$ cat src/rtl/mcw_ram.sv
module mcw_ram #(
	parameter int WIDTH = 8,
	parameter int DEPTH = 16,
	localparam int AW = (DEPTH > 1) ? $clog2(DEPTH) : 1
) (
	input  logic             clk,
	input  logic             we,
	input  logic [AW-1:0]    waddr,
	input  logic [WIDTH-1:0] wdata,
	input  logic [AW-1:0]    raddr,
	output logic [WIDTH-1:0] rdata
);

	logic [WIDTH-1:0] mem [DEPTH];

	always_ff @(posedge clk) begin
		if (we) begin
			mem[waddr] <= wdata;
		end
		rdata <= mem[raddr];
	end

endmodule

$ cat config.mk
export PLATFORM = sky130hd
export DESIGN_NAME = mcw_ram
export DESIGN_NICKNAME = d
export VERILOG_FILES = /design/src/rtl/mcw_ram.sv
export SDC_FILE = /design/constraint.sdc
export NUM_CORES = 1
export LEC_CHECK = 0
export BUFFER_PORTS_ARGS = -buffer_cell sky130_fd_sc_hd__buf_2
export CAP_MARGIN = 20
export CELL_PAD_IN_SITES_DETAIL_PLACEMENT = 0
export CELL_PAD_IN_SITES_GLOBAL_PLACEMENT = 1
export CORE_UTILIZATION = 55
export CTS_BUF_LIST = sky130_fd_sc_hd__clkbuf_2
export DETAILED_ROUTE_END_ITERATION = 16
export GPL_ROUTABILITY_DRIVEN = 0
export HOLD_SLACK_MARGIN = 0.15
export PLACE_DENSITY_LB_ADDON = 0.15
export SLEW_MARGIN = 10
export SYNTH_ARGS = -nofsm -noshare
export SYNTH_HDL_FRONTEND = slang
export SYNTH_SLANG_ARGS = --single-unit
$ cat constraint.sdc
create_clock -name clk -period 2.12 [get_ports clk]
set_input_delay 0.424 -clock clk [delete_from_list [all_inputs] [get_ports clk]]
set_output_delay 0.424 -clock clk [all_outputs]
set_load 0.005 [all_outputs]
==> results of run 1 <==
==> logic make-up (layout without fill, tap and decap cells) <==
group,count (synthesis),after routing
flip-flops,136,136
AND/OR/NAND/NOR,35,35
multiplexers,32,32
AO/OA/AOI/OAI,16,16
buffers and inverters,10,88
==> power groups by stage <==
stage / sequential [mW] / combinational (mW) / clock [mW]
global route: 3.02 / 0.315 / 1.67
finish: 3.02 / 0.289 / 1.52
floorplan: 3.08 / 0.153 / 0
detailed placement: 3.08 / 0.280 / 0
global placement: 3.08 / 0.277 / 0
CTS: 3.02 / 0.294 / 1.56
==> path summary, 6_finish.rpt <==
kind,slack (ns),cells past startpoint,endpoint
max,0.52,1,rdata[4]
min,0.34,3,mem[5][7]
max reg2reg,0.76,3,rdata[1]
min reg2reg,0.70,3,rdata[1]
==> flip-flops by register name, summed over array words and instances (netlist names) <==
signal  flops
rdata       8
mem       128
==> cell usage in the layout, fill, tap and decap left out, drive strengths merged <==
master / Yosys / routed
nor3: 4 / 4
nor2: 13 / 13
and2: 1 / 1
clkinvlp: 0 / 3
nor2b: 1 / 1
nand3b: 2 / 2
nand2: 9 / 9
edfxtp: 128 / 128
nand2b: 2 / 2
or3b: 1 / 1
nand3: 1 / 1
dlygate4sd3: 0 / 10
clkinv: 0 / 8
a22oi: 16 / 16
mux4: 32 / 32
clkbuf: 0 / 18
bufinv: 0 / 3
buf: 7 / 46
dfxtp: 8 / 8
and2b: 1 / 1
==> final cells by class <==
class                           count  area [um2]
Clock buffer                       18        90.1
Clock inverter                     14         158
Fill cell                         619        3030
Multi-Input combinational cell     83        1060
Sequential cell                   136        4000
Tap cell                          108         135
Timing Repair Buffer               56         420
==> metal layers <==
metal	global-route usage (%)	up-vias	routed length (um)
met5	0	-	0
met4	8.27	0	117
met3	5.96	13	498
met2	31.5	83	4360
met1	29.5	1268	4180
li1	-	1107	-
==> through the flow <==
| step | hold slack [ns] | worst slack (ns) |
|---|---|---|
| after floorplan | 0.523 | 0.203 |
| after global placement | 0.656 | 0.271 |
| after detailed placement | 0.666 | 0.282 |
| after CTS | 0.284 | 0.489 |
| after global routing | 0.264 | 0.433 |
| final | 0.341 | 0.524 |
==> timing repair <==
action,4_1_cts,5_1_grt
setup buffers,0,0
endpoints found under the hold margin,129,0
setup endpoints to repair,0,0
hold buffers,10,0
==> qor.yml, run 1 <==
sta:
  fmax_mhz: 627
  finalSetupViolations: 0
  setup_tns_ns: 0
  period_minus_slack_ns: 1.60
  finalHoldViolations: 0
  relSlewSlack_pct: 54.7
  rsz0062_at_grt: "no"
  worstMarginPinSlew_ns: 0.678
  period_share_pct: 75.3
  maxSlewViolCount: 0
  fin_skew_ns: 0.0131
synthesis:
  yosysSeqAreaShare_pct: 77.8
  synth_compound_area_share_pct: 2.33
  netlist_area_um2: 5150
  synth_top_family_by_area: "multiplexers"
  synth_cell_types: 19
  yosys_warnings: 0
  yosys-top-cells-area: "edfxtp_1, mux4_2, mux4_1, dfxtp_1, a22oi_1"
  synth_area_per_cell_um2: 22.5
  ys_top_cells_by_count: "edfxtp_1, mux4_2, a22oi_1"
  syn-instance-count: 229
  synth_fp_nets: 247
  yosys.area_share.xor_xnor_pct: 0
  synth_edf_count: 128
  muxShareOfSynthArea_pct: 15.0
  synthSimpleGateAreaFrac_pct: 3.18
  synthArstFlopShare_pct: 0
  synth_top_area_cell: "edfxtp_1"
  synthAdderAreaFrac_pct: 0
  synth_most_common_cell: "edfxtp_1"
  synth_top_flop_cell: "edfxtp_1"
  synthDominantCellAreaShare_pct: 74.7
  synth_seq_cells: 136
floorplanning:
  pin_count: 26
  start_util_pct: 57.9
  die-area_um2: 9750
  core_area_um2: 8890
  die_x_um: 98.7
  placementRows: 34
  die_h_um: 98.7
pwr:
  swShare_pct: 21.5
  power.leakage_nw: 2.01
  share_comb_of_total_power_pct: 6.0
  seqPwrFrac_pct: 62.5
  irDropWorstVdd_mv: 0.532
  power.switching_mw: 1.04
  fin_total_pwr_mw: 4.82
  p_int_mw: 3.78
  powerDensity_nw_per_um2: 823
  clockPowerShare_pct: 31.5
final_layout:
  antenna_cells: 0
  final_layout_size_suffix_gt1_share_pct: 30.9
  post-route-cell-area_um2: 5860
  post_layout_nonfiller_instances: 415
  utilization_pct: 66.0
  nets: 312
  syn2layout_area_growth_pct: 13.9
detailed_routing:
  first_pass_iters: 4
  drc: 0
  wl_per_cell_um: 22.1
  drt_iter0_drc: 150
  vias: 2471
  ant_nets: 0
  via_per_inst: 5.95
  routed_wl_um: 9150
worst_setup_path:
  cp_cell_sequence: "buf_2"
  critPathMaxStageDelay_ns: 0.41
  cp_max_fo: 1
  setup.worst_path.start: "rdata[4]"
  critical_path.slowest_cell: "dfxtp_1"
  critPathKind: "reg2out"
  cp-start-kind: "flip-flop"
  r2r_start: "mem[5][1]"
  worst-path-buf-inv: 1
  cp_data_required_time_ns: 1.70
  arrival_ns: 1.17
  critical_path.top_delay_family: "flip-flops"
  endpoint_kind: "output pin"
clock_tree:
  cts_tree: "yes"
  root_buffer: "clkbuf_2"
  cts_sinks: 136
  cts_buffers: 17
  clkLatencyLatePin_ns: 0.63
  cts_resized: 0
  path_clk_slew_ns: 0.18
  clockBufferDepth: 2
  cts_max_level: 4
grt:
  overflow: 0
  grt_max_degree: 22
  grt_pass1_vias: 2367
  antenna_found_initial: 0
  grt_pass1_wl_um: 13900
  grt_use_total_pct: 20.9
outcome:
  status: "completed"
placed_design:
  numPortBuffers: 25
  dp_hpwl_um: 5740
  dp_cells: 373
  placed_area_um2: 5520
hold_path:
  hold_start: "waddr[2]"
  hp-class: "in2reg"
flow_run:
  maxCapViolCount: 0
Power figures use the tool's default switching activity.
==> run 2, diff against run 1 <==
==> constraint.sdc (replaced) <==
create_clock -name clk -period 1.6 [get_ports clk]
set_input_delay 0.32 -clock clk [delete_from_list [all_inputs] [get_ports clk]]
set_output_delay 0.32 -clock clk [all_outputs]
set_load 0.005 [all_outputs]
==> qor.yml, run 2 (synthesized netlist as in run 1, its figures left out) <==
clock_tree:
  path_clk_slew_ns: 0.19
  cts_sinks: 136
  clkLatencyLatePin_ns: 0.62
  cts_buffers: 17
  cts_max_level: 4
  cts_tree: "yes"
  root_buffer: "clkbuf_2"
  clockBufferDepth: 2
sta:
  finalSetupViolations: 0
  finalHoldViolations: 0
  worstMarginPinSlew_ns: 0.706
  maxSlewViolCount: 0
  rsz0062_at_grt: "no"
  fmax_mhz: 707
  fin_skew_ns: 0.0194
  period_share_pct: 88.4
  period_minus_slack_ns: 1.41
  relSlewSlack_pct: 52.8
grt:
  antenna_found_initial: 0
  grt_use_total_pct: 20.6
  grt_max_degree: 22
  met2_usage_pct: 32.0
  busiest_layer: "met2"
  grt_pass1_vias: 2495
  grt_pass1_wl_um: 14000
  grt_use_met3_pct: 4.89
  grtUsageMet1_pct: 29.2
  overflow: 0
pwr:
  irDropWorstVdd_mv: 0.811
  powerDensity_nw_per_um2: 1080
  power.leakage_nw: 2.05
final_layout:
  largest_reg_flops: 128
  antenna_cells: 0
  final_cell_mix: "edfxtp_1, buf_4, buf_2"
  final_layout_size_suffix_gt1_share_pct: 33.4
  syn2layout_area_growth_pct: 15.0
  post_layout_nonfiller_instances: 422
  top_register: "mem"
  nets: 319
  largestRegisters: "mem: 128 flops, rdata: 8 flops"
  post-route-cell-area_um2: 5920
  mostFrequentLayoutCell: "edfxtp_1"
  nFillCells: 598
worst_setup_path:
  reg2reg_depth: 3
  arrival_ns: 1.09
  r2r_start: "mem[9][4]"
  critPathMaxStageDelay_ns: 0.37
  cp_max_fo: 1
  critical_path.top_delay_family: "flip-flops"
  r2r_slack_ns: 0.20
  worst-path-buf-inv: 1
  cp-start-kind: "flip-flop"
  critical_path.slowest_cell: "dfxtp_1"
  r2r-end: "rdata[4]"
  cp_data_required_time_ns: 1.28
  cp_cell_sequence: "buf_2"
  endpoint_kind: "output pin"
  critPathKind: "reg2out"
outcome:
  status: "completed"
detailed_routing:
  routed_wl_um: 8850
  first_pass_iters: 4
  wl_per_cell_um: 21.0
  drt_iter0_drc: 207
  drc: 0
  ant_nets: 0
  via_per_inst: 5.75
  vias: 2428
floorplanning:
  die_x_um: 98.7
  placementRows: 34
  start_util_pct: 57.9
  die-area_um2: 9750
  die_h_um: 98.7
  pin_count: 26
  core_area_um2: 8890
hold_path:
  hold_depth: 4
  hp-class: "in2reg"
  hold_start: "raddr[2]"
  min_to: "rdata[1]"
flow_run:
  maxCapViolCount: 0
placed_design:
  dp_cells: 382
  numPortBuffers: 25
  dp_hpwl_um: 5850
  placed_area_um2: 5590
## run 2: final cells by class
cell class | count | area, um2 | area share [%]
clock buffer | 19 | 95.1 | 1.61
multi-input combinational | 83 | 1060 | 17.9
clock inverter | 13 | 154 | 2.60
tap | 108 | 135 | 2.28
sequential | 136 | 4000 | 67.7
timing repair buffer | 63 | 468 | 7.91
## run 2: worst max path at each step
stage | from | end | slack, ns | cells after the start
after floorplan | waddr[2] | mem[3][0] | 0.01 | 2
final | rdata[4] | rdata[4] | 0.19 | 1
after detailed placement | raddr[0] | rdata[4] | -0.15 | 5
after CTS | rdata[4] | rdata[4] | 0.11 | 1
after global routing | rdata[4] | rdata[4] | 0.04 | 1
after global placement | raddr[0] | rdata[4] | -0.13 | 5
## run 2: timing repair
item,CTS,global route
hold endpoints to repair,128,0
setup buffers,0,0
resized for setup,0,0
hold buffers,8,0
## run 2: layer usage
layer	part of all wire [%]	wire length (um)
met1	45	3970
met5	0	0
met4	0.97	86
met2	49	4370
met3	4.8	422
## run 2: through the flow
step	worst slack (ns)	TNS [ns]	hold slack, ns	utilization [%]	total power, mW
after global routing	0.0366	0	0.169	66.6	6.64
after global placement	-0.132	-0.501	0.651	62.9	4.45
after detailed placement	-0.147	-0.639	0.656	62.9	4.46
after CTS	0.110	0	0.165	66.6	6.46
final	0.185	0	0.223	66.6	6.40
after floorplan	0.0139	0	0.419	-	4.28
## run 2: power breakdown
group,internal [mW],leakage [nW],switching (mW),total (mW)
Clock,0.873,0.149,1.14,2.01
Combinational,0.189,0.675,0.205,0.393
Sequential,3.98,1.22,0.0187,4.00
==> run 3, diff against run 2 <==
--- a/config.mk
+++ b/config.mk
@@ -14,7 +14,7 @@
 export DETAILED_ROUTE_END_ITERATION = 16
 export GPL_ROUTABILITY_DRIVEN = 0
 export HOLD_SLACK_MARGIN = 0.15
-export PLACE_DENSITY_LB_ADDON = 0.15
+export PLACE_DENSITY = 0.78
 export SLEW_MARGIN = 10
 export SYNTH_ARGS = -nofsm -noshare
 export SYNTH_HDL_FRONTEND = slang
==> qor.yml, run 3 (synthesized netlist as in run 1, its figures left out) <==
worst_setup_path:
  r2r_slack_ns: 0.20
  cp_max_fo: 1
  critPathMaxStageDelay_ns: 0.38
  cp-start-kind: "flip-flop"
  r2r_start: "mem[3][4]"
  arrival_ns: 1.13
  critPathKind: "reg2out"
  cp_data_required_time_ns: 1.28
  critical_path.top_delay_family: "flip-flops"
  critical_path.slowest_cell: "dfxtp_1"
  r2r-end: "rdata[4]"
  endpoint_kind: "output pin"
  cp_cell_sequence: "buf_2"
  reg2reg_depth: 4
  worst-path-buf-inv: 1
hold_path:
  min_to: "mem[4][2]"
  hp-class: "in2reg"
  hold_depth: 3
  hold_start: "waddr[0]"
final_layout:
  nets: 318
  nFillCells: 561
  top_register: "mem"
  utilization_pct: 66.3
  largestRegisters: "mem: 128 flops, rdata: 8 flops"
  syn2layout_area_growth_pct: 14.5
  mostFrequentLayoutCell: "edfxtp_1"
  final_cell_mix: "edfxtp_1, buf_2, buf_4"
  largest_reg_flops: 128
  final_layout_size_suffix_gt1_share_pct: 32.6
  regArea_um2: 4000
  antenna_cells: 0
  multi_input_area_um2: 1060
floorplanning:
  die-area_um2: 9750
  start_util_pct: 57.9
  die_h_um: 98.7
  die_x_um: 98.7
  core_area_um2: 8890
  pin_count: 26
  placementRows: 34
pwr:
  powerDensity_nw_per_um2: 1060
  power.leakage_nw: 2.03
  irDropWorstVdd_mv: 0.494
sta:
  relSlewSlack_pct: 42.2
  maxSlewViolCount: 0
  fin_hold_ws_ns: 0.241
  fin_skew_ns: 0.0296
  finalSetupViolations: 0
  finalHoldViolations: 0
  period_share_pct: 90.7
  rsz0062_at_grt: "no"
  fmax_mhz: 689
  worstMarginPinSlew_ns: 0.865
  period_minus_slack_ns: 1.45
outcome:
  status: "completed"
flow_run:
  maxCapViolCount: 0
grt:
  grt_use_total_pct: 23.3
  antenna_found_initial: 0
  overflow: 0
  grt_pass1_vias: 2510
  grt_pass1_wl_um: 15200
  grt_max_degree: 25
detailed_routing:
  first_pass_iters: 5
  drc: 0
  wl_per_cell_um: 23.8
  vias: 2538
  drt_iter0_drc: 193
  routed_wl_um: 10000
  via_per_inst: 6.03
  ant_nets: 0
placed_design:
  dp_hpwl_um: 6200
  numPortBuffers: 25
clock_tree:
  cts_sinks: 136
  cts_max_level: 4
  cts_buffers: 17
  clkLatencyLatePin_ns: 0.64
  clockBufferDepth: 2
  cts_setup_buffers: 0
  root_buffer: "clkbuf_2"
  path_clk_slew_ns: 0.20
  cts_tree: "yes"
run 3: changes by cell type in the layout (fill, tap and decap cells not counted):
cell and delta:
clkinv_1 +2, buf_4 -2, clkbuf_2 -2, bufinv_16 -1, buf_12 +1, clkinvlp_4 +1, clkinv_2 +1, clkinv_4 -1
run 3: worst max-delay path by stage:
stage,start,to,cells after the start
CTS,rdata[3],rdata[3],1
global placement,raddr[0],rdata[4],6
detailed placement,raddr[0],rdata[5],5
global route,rdata[3],rdata[3],1
finish,rdata[3],rdata[3],1
floorplan,waddr[2],mem[3][0],2
run 3: stage by stage:
step / cells / setup TNS, ns / instance area (um2) / setup WS (ns) / total power [mW]
finish: 421 / 0 / 5890 / 0.149 / 6.26
global route: 421 / 0 / 5890 / 0.0109 / 6.50
CTS: 421 / 0 / 5890 / 0.0685 / 6.32
detailed placement: 381 / -0.683 / 5590 / -0.142 / 4.48
global placement: 381 / -0.480 / 5590 / -0.0933 / 4.46
floorplan: 229 / 0 / 5150 / 0.0139 / 4.28
run 3: what timing repair did:
item                      CTS  global route
hold buffers                8             0
gates resized for setup     0             0
hold endpoints to repair  128             0
run 3: per-layer routing:
layer	vias up	part of all wire [%]	routed length [um]	track usage, %
li1	1121	-	-	-
met1	1289	43	4270	33.7
met2	117	48	4840	34.2
met3	11	7.3	735	5.60
met4	0	1.7	171	10.9
met5	-	0	0	0
run 3: where the power goes:
| part | internal, mW | switching [mW] | total (mW) | leakage (nW) |
|---|---|---|---|---|
| clock network | 0.687 | 1.17 | 1.86 | 0.130 |
| registers | 3.98 | 0.0225 | 4.00 | 1.22 |
| logic | 0.196 | 0.211 | 0.407 | 0.672 |
run 3: layout make-up:
| class | count | share of cell area (%) |
|---|---|---|
| multi-input cells | 83 | 18.0 |
| flip-flops and latches | 136 | 67.9 |
| well taps | 108 | 2.29 |
| clock buffers | 17 | 1.44 |
| clock inverters | 15 | 2.29 |
| repair buffers | 62 | 8.02 |
